--- config.mk ---
export PLATFORM = sky130hd
export DESIGN_NAME = rounded_box_vertex_generator
export DESIGN_NICKNAME = d
export VERILOG_FILES = /design/src/rtl/rbvg_pkg.sv /design/src/rtl/rounded_box_vertex_generator.sv /design/src/rtl/rbvg_fifo.sv /design/src/rtl/rbvg_setup.sv /design/src/rtl/rbvg_walker.sv
export SDC_FILE = /design/constraint.sdc
export NUM_CORES = 2
export LEC_CHECK = 0
export BUFFER_PORTS_ARGS = -buffer_cell sky130_fd_sc_hd__buf_2
export CAP_MARGIN = 30
export CELL_PAD_IN_SITES_DETAIL_PLACEMENT = 1
export CELL_PAD_IN_SITES_GLOBAL_PLACEMENT = 1
export CORE_MARGIN = 5
export CORE_UTILIZATION = 52
export DETAILED_ROUTE_END_ITERATION = 16
export PLACE_DENSITY = 0.88
export SKIP_LAST_GASP = 1
export SYNTH_ARGS = -nofsm -noshare
export SYNTH_HDL_FRONTEND = slang
export SYNTH_SLANG_ARGS = --single-unit
--- constraint.sdc ---
create_clock -name clk -period 11 [get_ports clk]
set_input_delay 0.55 -clock clk [delete_from_list [all_inputs] [get_ports clk]]
set_output_delay 0.55 -clock clk [all_outputs]
set_load 0.05 [all_outputs]
--- src/rtl/rbvg_pkg.sv ---
// Package for the rounded box vertex generator: widths, codes, arc table, shared types.
// Used by every module in rtl/.
package rbvg_pkg;

  localparam int ARC_POINTS_DEF = 9;
  localparam int FRAC_BITS_DEF = 8;
  localparam int COORD_W = 22;
  localparam int SCALE_W = 12;
  localparam logic [SCALE_W-1:0] SCALE_RESET = 12'd256;

  localparam logic [1:0] KIND_CENTER = 2'd0;
  localparam logic [1:0] KIND_OUTLINE = 2'd1;
  localparam logic [1:0] KIND_CLOSE = 2'd2;

  // Arc table entries, scaled by 1024.
  function automatic logic [10:0] arc_a(input logic [3:0] i);
    logic [10:0] v;
    unique case (i)
      4'd0: v = 11'd0;
      4'd1: v = 11'd200;
      4'd2: v = 11'd392;
      4'd3: v = 11'd563;
      4'd4: v = 11'd724;
      4'd5: v = 11'd851;
      4'd6: v = 11'd946;
      4'd7: v = 11'd1004;
      default: v = 11'd1024;
    endcase
    return v;
  endfunction

  function automatic logic [10:0] arc_b(input logic [3:0] i);
    logic [10:0] v;
    unique case (i)
      4'd0: v = 11'd0;
      4'd1: v = 11'd20;
      4'd2: v = 11'd69;
      4'd3: v = 11'd173;
      4'd4: v = 11'd300;
      4'd5: v = 11'd461;
      4'd6: v = 11'd632;
      4'd7: v = 11'd824;
      default: v = 11'd1024;
    endcase
    return v;
  endfunction

  function automatic logic signed [COORD_W-1:0] sat_coord(input logic signed [47:0] v);
    logic signed [COORD_W-1:0] r;
    if (v > 48'sd2097151) r = 22'sd2097151;
    else if (v < -48'sd2097152) r = -22'sd2097152;
    else r = v[COORD_W-1:0];
    return r;
  endfunction

  typedef struct packed {
    logic [11:0] box_width;
    logic [11:0] box_height;
    logic [7:0]  border_width;
    logic [3:0]  corner_mask;
    logic [9:0]  corner_radius;
  } req_t;

  typedef struct packed {
    logic [1:0]  vertex_kind;
    logic [5:0]  vertex_index;
    logic signed [COORD_W-1:0] inner_x;
    logic signed [COORD_W-1:0] inner_y;
    logic signed [COORD_W-1:0] outer_x;
    logic signed [COORD_W-1:0] outer_y;
    logic        outer_valid;
    logic        half_end;
    logic        last_item;
  } vtx_t;

endpackage

--- src/rtl/rounded_box_vertex_generator.sv ---
// Rounded box vertex generator top level: queue, set-up front, vertex walker.
// An accepted word passes the queue, the set-up states and the walker start before its fan center word.
// Each request yields N+2 output words (N = 4..36 outline words): center, N outline, close;
// the set-up takes a further request only after the close word of the last one is accepted.
// Reset (rst, synchronous) empties the queue and sets pixel_scale to 256.
module rounded_box_vertex_generator import rbvg_pkg::*; #(
  parameter int ARC_POINTS = ARC_POINTS_DEF,
  parameter int FRAC_BITS = FRAC_BITS_DEF
) (
  input  logic clk,
  input  logic rst,
  input  logic cfg_we,
  input  logic [SCALE_W-1:0] cfg_wdata,
  input  logic s_tvalid,
  output logic s_tready,
  // box_width[11:0], box_height[23:12], border_width[31:24], corner_mask[35:32],
  // corner_radius[45:36], zero pad to 48
  input  logic [47:0] s_tdata,
  output logic m_tvalid,
  input  logic m_tready,
  // vertex_index[5:0], inner_x[27:6], inner_y[49:28], outer_x[71:50],
  // outer_y[93:72], half_end[94], zero pad to 96
  output logic [95:0] m_tdata,
  // vertex_kind[1:0], outer_valid[2]
  output logic [2:0] m_tuser,
  output logic m_tlast
);
  logic [SCALE_W-1:0] pixel_scale;
  req_t in_req, q_req;
  logic q_valid, q_ready, go, done;
  logic signed [31:0] rad, radi, bs, wf, hf;
  vtx_t vtx;

  always_ff @(posedge clk) begin
    if (rst) pixel_scale <= SCALE_RESET;
    else if (cfg_we) pixel_scale <= cfg_wdata;
  end

  assign in_req = '{s_tdata[11:0], s_tdata[23:12], s_tdata[31:24],
                    s_tdata[35:32], s_tdata[45:36]};

  rbvg_fifo u_fifo (
    .clk, .rst, .in_valid(s_tvalid), .in_ready(s_tready), .in_data(in_req),
    .out_valid(q_valid), .out_ready(q_ready), .out_data(q_req)
  );

  req_t cur;
  always_ff @(posedge clk) if (q_valid && q_ready) cur <= q_req;

  rbvg_setup #(.FRAC_BITS(FRAC_BITS)) u_setup (
    .clk, .rst, .pixel_scale, .req_valid(q_valid), .req_ready(q_ready),
    .req(q_req), .go, .done, .rad_o(rad), .radi_o(radi), .bs_o(bs),
    .wf_o(wf), .hf_o(hf)
  );

  rbvg_walker #(.ARC_POINTS(ARC_POINTS)) u_walker (
    .clk, .rst, .go, .done, .mask(cur.corner_mask),
    .bw_nz(cur.border_width != 8'd0), .rad, .radi, .bs, .wf, .hf,
    .vld(m_tvalid), .rdy(m_tready), .vtx
  );

  assign m_tdata = {1'b0, vtx.half_end, vtx.outer_y, vtx.outer_x,
                    vtx.inner_y, vtx.inner_x, vtx.vertex_index};
  assign m_tuser = {vtx.outer_valid, vtx.vertex_kind};
  assign m_tlast = vtx.last_item;
endmodule

--- src/rtl/rbvg_fifo.sv ---
// Small request queue between the input port and the set-up unit.
// Depends on rbvg_pkg for req_t.
module rbvg_fifo import rbvg_pkg::*; (
  input  logic clk,
  input  logic rst,
  input  logic in_valid,
  output logic in_ready,
  input  req_t in_data,
  output logic out_valid,
  input  logic out_ready,
  output req_t out_data
);
  req_t mem [2];
  logic wp, rp;
  logic [1:0] cnt;

  assign in_ready  = (cnt != 2'd2);
  assign out_valid = (cnt != 2'd0);
  assign out_data  = mem[rp];

  always_ff @(posedge clk) begin
    if (in_valid && in_ready) mem[wp] <= in_data;
    if (rst) begin
      wp <= 1'b0;
      rp <= 1'b0;
      cnt <= 2'd0;
    end else begin
      if (in_valid && in_ready) wp <= ~wp;
      if (out_valid && out_ready) rp <= ~rp;
      cnt <= cnt + {1'b0, in_valid && in_ready} - {1'b0, out_valid && out_ready};
    end
  end
endmodule

--- src/rtl/rbvg_setup.sv ---
// Set-up unit: scales radius and border, clamps both radii, shifts box width and height to fixed point.
// Depends on rbvg_pkg; steps through multiply, clamp and limit states, with both products in the multiply step.
module rbvg_setup import rbvg_pkg::*; #(
  parameter int FRAC_BITS = FRAC_BITS_DEF
) (
  input  logic clk,
  input  logic rst,
  input  logic [SCALE_W-1:0] pixel_scale,
  input  logic req_valid,
  output logic req_ready,
  input  req_t req,
  output logic go,
  input  logic done,
  output logic signed [31:0] rad_o,
  output logic signed [31:0] radi_o,
  output logic signed [31:0] bs_o,
  output logic signed [31:0] wf_o,
  output logic signed [31:0] hf_o
);
  localparam logic [2:0] S_IDLE = 3'd0, S_MUL = 3'd1, S_CLAMP = 3'd2,
                         S_RUN = 3'd3, S_LIMIT = 3'd4;
  logic [2:0] state;
  req_t r;
  logic [21:0] p_rad, p_bs;
  logic signed [31:0] rad, radi, bs, wf, hf, minsize;
  logic tl, tr, br, bl, hone, vone;
  logic [12:0] m1, m2, mn;

  assign tl = r.corner_mask[0];
  assign tr = r.corner_mask[1];
  assign br = r.corner_mask[2];
  assign bl = r.corner_mask[3];
  assign hone = (tl && tr) || (br && bl);
  assign vone = (tl && bl) || (tr && br);
  assign m1 = hone ? {1'b0, r.box_width} : {r.box_width, 1'b0};
  assign m2 = vone ? {1'b0, r.box_height} : {r.box_height, 1'b0};
  assign mn = (m1 < m2) ? m1 : m2;
  assign minsize = 32'(mn) <<< FRAC_BITS;

  assign req_ready = (state == S_IDLE);
  assign go = (state == S_RUN);
  assign rad_o = rad;
  assign radi_o = radi;
  assign bs_o = bs;
  assign wf_o = wf;
  assign hf_o = hf;

  always_ff @(posedge clk) begin
    if (rst) begin
      state <= S_IDLE;
    end else begin
      unique case (state)
        S_IDLE: if (req_valid) begin
          r <= req;
          state <= S_MUL;
        end
        S_MUL: begin
          p_rad <= {12'd0, r.corner_radius} * {10'd0, pixel_scale};
          p_bs  <= {14'd0, r.border_width} * {10'd0, pixel_scale};
          state <= S_CLAMP;
        end
        S_CLAMP: begin
          // scaled = product * 2^F / 256
          rad  <= 32'(({18'd0, p_rad} << FRAC_BITS) >> 8);
          bs   <= 32'(({18'd0, p_bs} << FRAC_BITS) >> 8);
          wf   <= 32'(r.box_width) <<< FRAC_BITS;
          hf   <= 32'(r.box_height) <<< FRAC_BITS;
          state <= S_LIMIT;
        end
        S_LIMIT: begin
          radi <= rad - bs;
          if (2 * rad > minsize) rad <= minsize >>> 1;
          if (2 * (rad - bs + (32'sd1 <<< FRAC_BITS)) > minsize)
            radi <= (minsize >>> 1) - (32'(r.border_width) <<< FRAC_BITS);
          state <= S_RUN;
        end
        S_RUN: if (done) state <= S_IDLE;
        default: state <= S_IDLE;
      endcase
    end
  end
endmodule

--- src/rtl/rbvg_walker.sv ---
// Vertex walker: steps through center, four corners and the closing vertex.
// Depends on rbvg_pkg for the arc table and vtx_t; one multiply stage for the outline vertices.
module rbvg_walker import rbvg_pkg::*; #(
  parameter int ARC_POINTS = ARC_POINTS_DEF
) (
  input  logic clk,
  input  logic rst,
  input  logic go,
  output logic done,
  input  logic [3:0] mask,
  input  logic bw_nz,
  input  logic signed [31:0] rad,
  input  logic signed [31:0] radi,
  input  logic signed [31:0] bs,
  input  logic signed [31:0] wf,
  input  logic signed [31:0] hf,
  output logic vld,
  input  logic rdy,
  output vtx_t vtx
);
  localparam logic [1:0] P_CENTER = 2'd0, P_OUTLINE = 2'd1, P_CLOSE = 2'd2,
                         P_HOLD = 2'd3;
  logic [1:0] phase;
  logic [1:0] c;
  logic [3:0] i;
  logic [5:0] k;
  logic busy, stg_v, last_seen;
  logic rounded, corner_end;
  logic signed [COORD_W-1:0] first_ix, first_iy;
  // stage-1 registers
  logic [1:0] s_c;
  logic s_rnd, s_half, s_first;
  logic [5:0] s_k;
  logic signed [47:0] s_ia, s_ib, s_oa, s_ob;
  logic signed [47:0] via, vib, voa, vob, ix, iy, ox, oy;
  logic signed [COORD_W-1:0] cix, ciy;
  logic can;

  assign rounded = mask[3 - c];
  assign corner_end = !rounded || (i == 4'(ARC_POINTS - 1));
  assign can = !vld || rdy;

  function automatic logic signed [47:0] rdiv(input logic signed [47:0] v);
    return (v + 48'sd512) >>> 10;
  endfunction

  assign via = rdiv(s_ia);
  assign vib = rdiv(s_ib);
  assign voa = rdiv(s_oa);
  assign vob = rdiv(s_ob);

  always_comb begin
    unique case (s_c)
      2'd0: begin
        ix = s_rnd ? 48'(bs) + vib : 48'(bs);
        iy = s_rnd ? 48'(bs) + 48'(radi) - via : 48'(bs);
        ox = s_rnd ? vob : 48'sd0;
        oy = s_rnd ? 48'(rad) - voa : 48'sd0;
      end
      2'd1: begin
        ix = s_rnd ? 48'(wf) - 48'(bs) - 48'(radi) + via : 48'(wf) - 48'(bs);
        iy = s_rnd ? 48'(bs) + vib : 48'(bs);
        ox = s_rnd ? 48'(wf) - 48'(rad) + voa : 48'(wf);
        oy = s_rnd ? vob : 48'sd0;
      end
      2'd2: begin
        ix = s_rnd ? 48'(wf) - 48'(bs) - vib : 48'(wf) - 48'(bs);
        iy = s_rnd ? 48'(hf) - 48'(bs) - 48'(radi) + via : 48'(hf) - 48'(bs);
        ox = s_rnd ? 48'(wf) - vob : 48'(wf);
        oy = s_rnd ? 48'(hf) - 48'(rad) + voa : 48'(hf);
      end
      default: begin
        ix = s_rnd ? 48'(bs) + 48'(radi) - via : 48'(bs);
        iy = s_rnd ? 48'(hf) - 48'(bs) - vib : 48'(hf) - 48'(bs);
        ox = s_rnd ? 48'(rad) - voa : 48'sd0;
        oy = s_rnd ? 48'(hf) - vob : 48'(hf);
      end
    endcase
  end

  assign cix = sat_coord((48'(wf) - 48'(bs) - 48'(bs)) / 2);
  assign ciy = sat_coord((48'(hf) - 48'(bs) - 48'(bs)) / 2);
  assign done = busy && last_seen && vld && rdy;

  always_ff @(posedge clk) begin
    if (rst) begin
      busy <= 1'b0;
      vld <= 1'b0;
      stg_v <= 1'b0;
      phase <= P_CENTER;
      last_seen <= 1'b0;
    end else begin
      if (vld && rdy) vld <= 1'b0;
      if (done) begin
        busy <= 1'b0;
        last_seen <= 1'b0;
      end
      if (go && !busy && !last_seen) begin
        busy <= 1'b1;
        phase <= P_CENTER;
        c <= 2'd0;
        i <= 4'd0;
        k <= 6'd1;
      end
      if (busy && can) begin
        // stage 2 result
        if (stg_v) begin
          vld <= 1'b1;
          vtx.vertex_kind <= KIND_OUTLINE;
          vtx.vertex_index <= s_k;
          vtx.inner_x <= sat_coord(ix);
          vtx.inner_y <= sat_coord(iy);
          vtx.outer_x <= bw_nz ? sat_coord(ox) : '0;
          vtx.outer_y <= bw_nz ? sat_coord(oy) : '0;
          vtx.outer_valid <= bw_nz;
          vtx.half_end <= s_half;
          vtx.last_item <= 1'b0;
          if (s_first) begin
            first_ix <= sat_coord(ix);
            first_iy <= sat_coord(iy);
          end
          stg_v <= 1'b0;
        end
        unique case (phase)
          P_CENTER: begin
            vld <= 1'b1;
            vtx <= '{KIND_CENTER, 6'd0, cix, ciy, '0, '0, 1'b0, 1'b0, 1'b0};
            phase <= P_OUTLINE;
          end
          P_OUTLINE: begin
            stg_v <= 1'b1;
            s_c <= c;
            s_rnd <= rounded;
            s_k <= k;
            s_first <= (k == 6'd1);
            s_half <= (c == 2'd1) && corner_end;
            s_ia <= 48'(radi) * $signed({1'b0, arc_a(i)});
            s_ib <= 48'(radi) * $signed({1'b0, arc_b(i)});
            s_oa <= 48'(rad) * $signed({1'b0, arc_a(i)});
            s_ob <= 48'(rad) * $signed({1'b0, arc_b(i)});
            k <= k + 6'd1;
            if (corner_end) begin
              i <= 4'd0;
              c <= c + 2'd1;
              if (c == 2'd3) phase <= P_CLOSE;
            end else begin
              i <= i + 4'd1;
            end
          end
          P_CLOSE: if (!stg_v) begin
            vld <= 1'b1;
            vtx <= '{KIND_CLOSE, k, first_ix, first_iy, '0, '0, 1'b0, 1'b0, 1'b1};
            phase <= P_HOLD;
            last_seen <= 1'b1;
          end
          default: ;
        endcase
      end
    end
  end
endmodule
* Yosys cells after proc, flatten, opt, wreduce, memory -nomap -nowiden
Memories as Yosys holds them, arrays and structs flattened. A register that Yosys moved wholly into a read port is not among the register bits.
Cells that the tools add are included.
** Word-level totals
- Bits of input ports :: 65
- Memory bits (read-only) :: 304
- Bits in writable memories :: 92
- Word-level logic and storage cells :: 265
- Output and inout port bits :: 102
- Register bits after elaboration :: 591
- Memories kept :: 5
** Cells by class
- Multipliers :: 6
- Add/sub/neg operators :: 35
- Magnitude comparators :: 16
- Reductions and logical operators :: 38
- Bitwise operators :: 5
- Equal/unequal tests :: 16
- Mux-type cells :: 97
** Memories
- u_fifo.mem :: words 2, width 46, read ports 1, clocked after memory_dff 1, write ports 1, RTL line rbvg_fifo.sv:13 : req_t mem [2];
- (name not given) :: words 8, width 10, read ports 1, clocked after memory_dff 1, write ports 0, RTL line rbvg_pkg.sv:18 : unique case (i)
- (name not given) :: words 8, width 10, read ports 1, clocked after memory_dff 1, write ports 0, RTL line rbvg_pkg.sv:18
- (name not given) :: words 8, width 9, read ports 1, clocked after memory_dff 1, write ports 0, RTL line rbvg_pkg.sv:34 : unique case (i)
- (name not given) :: words 8, width 9, read ports 1, clocked after memory_dff 1, write ports 0, RTL line rbvg_pkg.sv:34
** Operator list (count)
- $mux W48 :: 12
- $pmux W48 S3 :: 4
- $mux W22 :: 14
- $gt A48 B22 Y1 const B :: 6
- $lt A48 B22 Y1 const B :: 6
- $mux W99 :: 2
- $pmux W99 S2 :: 1
- $add A48 B11 Y48 const B :: 4
- $mul A32 B12 Y44 :: 4
- $mux W11 :: 16
- $sub A21 B38 Y39 :: 4
- $sub A21 B32 Y33 :: 4
- $add A48 B1 Y48 :: 2
- $add A48 B38 Y48 :: 2
- $add A33 B38 Y39 :: 2
- $gt A32 B22 Y1 :: 2
- $mux W32 :: 2
- $pmux W32 S2 :: 1
- $sub A21 B21 Y22 :: 2
- $sub A20 B20 Y21 :: 2
- $add A21 B38 Y39 :: 1
- $mux W13 :: 3
- $sub A32 B38 Y39 :: 1
- $sub A33 B38 Y39 :: 1
- 44 further kinds :: 115

* Depth between registers and ports, before layout
- Depth after elaboration :: 11
- Mapped depth :: 39

* By module
From an unflattened synthesis, not the netlist that was laid out.
** Unflattened totals
- Cells, all modules :: 14333
- Area, all modules :: 125105.0 µm²
** Modules (own cells, without submodules)
- rbvg_walker :: area each 103683.2 µm², cells each 12508, sequential area each 9649.3 µm², instances 1
- rbvg_setup :: area each 16849.9 µm², cells each 1602, sequential area each 5645.4 µm², instances 1
- rbvg_fifo :: area each 3754.9 µm², cells each 167, sequential area each 2862.7 µm², instances 1
- rounded_box_vertex_generator :: area each 817.0 µm², cells each 56, sequential area each 600.6 µm², instances 1

* Worst setup path after synthesis
No wires, ideal clock.
- Kind :: reg2reg
- Start :: reg u_setup.bs[1], in the netlist u_setup.bs_o[1]
- End :: reg, netlist name u_walker.vtx[79]
- Buffers on the path :: 2
- Stages on the path, launching flop included :: 35
- Setup slack :: 2.362 ns
- Required time :: 10.739 ns
- Arrival :: 8.378 ns
- Setup time :: 0.261 ns
- Cells stage by stage :: edfxtp_1 > inv_1 > ha_1 > nor3b_1 > a31o_2 > and3_1 > a2111oi_0 > o21bai_2 > inv_1 > ha_1 > a21o_1 > a21o_1 > a21oi_1 > o21ai_0 > a2111oi_0 > nor3_1 > a21oi_1 > o21ai_0 > o21ai_0 > ha_1 > clkbuf_1 > a21o_1 > a31oi_1 > mux2i_1 > a32oi_1 > nand3_1 > a2111o_1 > a41oi_1 > a41oi_1 > nor4b_1 > nand4bb_1 > o31ai_4 > buf_6 > o21ai_2 > a221o_1
** Between the ends
- Word-level cells in the longest chain between the ends :: 11
** Ends and longest elaborated chain
- from (decl) :: RTL line rbvg_setup.sv:25 : logic signed [31:0] rad, radi, bs, wf, hf, minsize;
- from (signal assigned) :: RTL line rbvg_setup.sv:65 : bs <= 32'(({18'd0, p_bs} << FRAC_BITS) >> 8);
- $sub A20 B20 Y21 :: RTL line rbvg_walker.sv:61, rbvg_walker.sv:67, rbvg_walker.sv:81
- $sub A21 B32 Y33 :: RTL line rbvg_walker.sv:61 : ix = s_rnd ? 48'(wf) - 48'(bs) - 48'(radi) + via : 48'(wf) - 48'(bs);
- $add A48 B38 Y48 :: RTL line rbvg_walker.sv:61
- $mux W48 :: RTL line rbvg_walker.sv:61
- $pmux W48 S3 :: RTL line rbvg_walker.sv:53 : unique case (s_c)
- $lt A48 B22 Y1 :: RTL line rbvg_pkg.sv:51 : else if (v < -48'sd2097152) r = -22'sd2097152;
- $mux W22 :: RTL line rbvg_pkg.sv:51
- $mux W22
- $mux W99 :: RTL line rbvg_walker.sv:107 : if (stg_v) begin
- $mux W99 :: RTL line rbvg_walker.sv:150 : P_CLOSE: if (!stg_v) begin
- $pmux W99 S2 * :: RTL line rbvg_walker.sv:124 : unique case (phase)
Every way passes the cells marked *; elsewhere a longest branch is shown, timed or not.
A chain may end at the register's enable or synchronous reset.

* Worst setup path after layout
- Start :: reg u_setup.bs[8], in the netlist u_setup.bs_o[8]
- End :: reg, netlist name u_walker.vtx[76]
** Between the ends
- Word-level cells in the longest chain between the ends :: 11
** Ends and longest elaborated chain (RTL line)
- $sub A20 B20 Y21 :: rbvg_walker.sv:61, rbvg_walker.sv:67, rbvg_walker.sv:81
- $sub A21 B32 Y33 :: rbvg_walker.sv:61
- $add A48 B38 Y48 :: rbvg_walker.sv:61
- $mux W48 :: rbvg_walker.sv:61
- $pmux W48 S3 :: rbvg_walker.sv:53
- $lt A48 B22 Y1 :: rbvg_pkg.sv:51
- $mux W22 :: rbvg_pkg.sv:51
- $mux W22
- $mux W99 :: rbvg_walker.sv:107
- $mux W99 :: rbvg_walker.sv:150
- $pmux W99 S2 * :: rbvg_walker.sv:124
Marks and branches as above.

==> results.cfg <==
[setup_path]
start_kind = flop
max_stage_delay_ns = 0.50
arrival_ns = 10.64
crit_slowest_cell = edfxtp_1
required_ns = 11.44
crit_fanout = 22
r2r_slack_ns = 0.79
path_class = reg2reg
crit_top_cell = o21ai_0
endpoint_kind = flop

[grt]
grt_pass1_vias = 98700
gr-total-overflow = 0
grt_pass1_wl_microns = 641000
grt_max_degree = 121
grt_usage_pct = 43.4
antenna_found_initial = 27

[synthesis]
synth_edf_count = 578
synth_cell_types = 98
synth_area_leaders = fa_1 (22%), edfxtp_1 (18%), ha_1 (13%)
syn_inst = 11000
ys_ff_latch = 621
synth_common_cells = inv_1 (1609), fa_1 (1103), nand2_1 (1102)
async_flop_share_pct = 0
synth_top_area_cell = fa_1
synthesis.nets = 13200
synth-seq-area-share_pct = 18.4
synth_warnings = 0
synth_top_area_share_pct = 22.4
netlist_area_sq_um = 98800
avgSynthCellArea_sq_um = 8.95
synth_ff_type = edfxtp_1
yosysMostFrequentCell = inv_1

[routing]
drcViolationCount = 0
vias_per_cell = 6.50
drtIter0Drc = 8508
drt-total-wl_microns = 439000
wire_per_inst_microns = 32.0
firstDrtPassIters = 8
num_vias = 89200
ant_nets = 0

[clock_tree]
cts-htree-levels = 3
clk_pin_slew_ns = 0.07
clk_latency_ns = 0.75
max-clock-path-buffers = 3
post-cts-setup-buffers = 0
root_buffer = clkbuf_16
tritoncts = built
clock-sinks = 621
numCtsBuffers = 74

[hold_path]
hold_class = in2reg

[floorplan]
std_cell_rows = 160
core_area_sq_um = 190000
dieArea_sq_um = 199000
initial_utilization_pct = 52.1
die_height_microns = 446
io-pin-count = 167
die_w_microns = 446

[power]
irDropWorstVdd_uv = 340
p_int_w = 0.0108
power_frac_seq_pct = 16.1
comb_power_share_pct = 72.6
p_sw_share_pct = 52.6
p_leak_nw = 49.0
switching_power_w = 0.0120
power_density_nw_per_um2 = 215
clkPwrFrac_pct = 11.3

[placement]
io_buffers = 163
gp_congestion = 1.06
dp_cells = 13500
placed_cell_area_sq_um = 103000
hpwlAfterDp_microns = 344000

[final_layout]
synthToLayoutAreaGrowth_pct = 7.70
final_nets = 13300
stdcell_count = 13700
stdcell_area_sq_um = 106000
drive_gt1_share_pct = 6.94

[sta]
maxSlewViolCount = 0
rsz0062_at_grt = false
skew_ns = 0.0999
post-route-min-period_ns = 10.21
tns_ns = 0
max-slew-margin-rel_pct = 25.4
worst_pin_slew_ns = 1.11
hold_viol_final = 0
max_freq_mhz = 98.0
fin_crit_sh_pct = 92.8
setup_viol = 0

[flow_run]
max_cap_viol_count = 0

[run_status]
status = completed
logic make-up after synthesis:
group                      count (synthesis)  synth area share [%]
adders and majority gates               2117                  35.2
AOI/OAI and AO/OA                       2222                  14.7
buffers and inverters                   2045                  7.80
muxes                                    181                  2.22
xor gates and xnor gates                 599                  5.31
and+or+nand+nor                         3255                  16.4
other                                      1               0.00380
DFF                                      621                  18.4
layout by cell type, fill, tap and decap left out, drive strengths merged, types with 40 or more instances in the layout:
cell    count
o21bai     56
fa       1103
nor3      157
a21o      241
mux2i      85
edfxtp    578
dfxtp      43
o211ai     66
nor4       40
and3       92
ha       1014
buf       420
o21a      117
a21oi     615
inv      1620
clkbuf     90
nor2b      97
or3        53
nand3     166
and2      668
xnor2     388
o21ai     463
nand4      96
a31oi     101
mux2       73
a211oi     75
nand2b     80
xor2      211
nor2      547
nand2    1102
what timing repair did:
action | CTS | global route
endpoints found under the setup margin | 0 | 25
endpoints found under the hold margin | 63 | 0
hold buffers | 32 | 0
resized for setup | 0 | 4
power by group through the flow:
stage               clock network, W  registers [W]  logic [W]
floorplan                          0        0.00355     0.0103
global placement                   0        0.00368     0.0145
detailed placement                 0        0.00369     0.0158
CTS                          0.00258        0.00365     0.0161
global route                 0.00271        0.00367     0.0178
finish                       0.00259        0.00368     0.0166
worst paths after layout:
kind,startpoint,endpoint,cells after the start
max,u_setup.bs_o[8]$_DFFE_PP_,u_walker.vtx[76]$_DFFE_PP_,36
min,s_tdata[27],u_fifo.mem[0][17]$_DFFE_PP_,1
max reg2reg,u_setup.bs_o[8]$_DFFE_PP_,u_walker.vtx[76]$_DFFE_PP_,36
min reg2reg,u_setup.r[37]$_DFFE_PP_,u_setup.wf_o[11]$_DFFE_PP_,0
cell type report:
type | count | area [sq um]
multi-input cells | 8375 | 73100
fillers | 21700 | 83200
diodes | 15 | 37.5
clock inverters | 48 | 524
clock buffers | 89 | 1960
flip-flops and latches | 621 | 18200
repair buffers | 455 | 3320
well taps | 2511 | 3140
inverters | 1613 | 6060
critical path: cells and delay by family, from the launching register on:
kind	cells	cell delay [ns]
compound gates	23	5.78
xor+xnor	1	0.14
fa+ha+maj	3	1.05
buf+inv	3	0.81
flops	1	0.50
mux	1	0.17
simple gates	5	1.43
registers in the layout, summed over array words and instances (netlist names), 12 cells and up, named ones only:
signal,cells
u_walker.vtx,99
u_fifo.mem,92
u_setup.r,44
u_walker.s_ia,35
u_walker.s_ib,35
u_setup.radi_o,32
u_walker.s_oa,26
u_walker.s_ob,26
u_setup.p_rad,22
u_setup.rad_o,22
u_walker.first_ix,22
u_walker.first_iy,22
u_setup.bs_o,20
u_setup.p_bs,20
cur,12
pixel_scale,12
u_setup.hf_o,12
u_setup.wf_o,12
metrics by stage:
step | util (%) | total power, W | setup slack (ns) | hold slack [ns]
2_1_floorplan | - | 0.0139 | 2.36 | 0.400
3_3_place_gp | 54.4 | 0.0182 | 1.00 | 0.473
3_5_place_dp | 54.5 | 0.0195 | 0.722 | 0.484
4_1_cts | 56.0 | 0.0223 | 0.639 | 0.000468
5_1_grt | 56.1 | 0.0241 | 0.0163 | 0.00135
6_report | 56.1 | 0.0229 | 0.792 | 0.0183
routing by layer:
layer	global-route usage [%]	routed length, microns	vias up
li1	-	-	37500
met2	73.0	209000	4752
met1	47.0	150000	44900
met4	39.8	50500	6
met5	0	38	-
met3	6.79	29900	1980
Power figures use the tool's default switching activity.
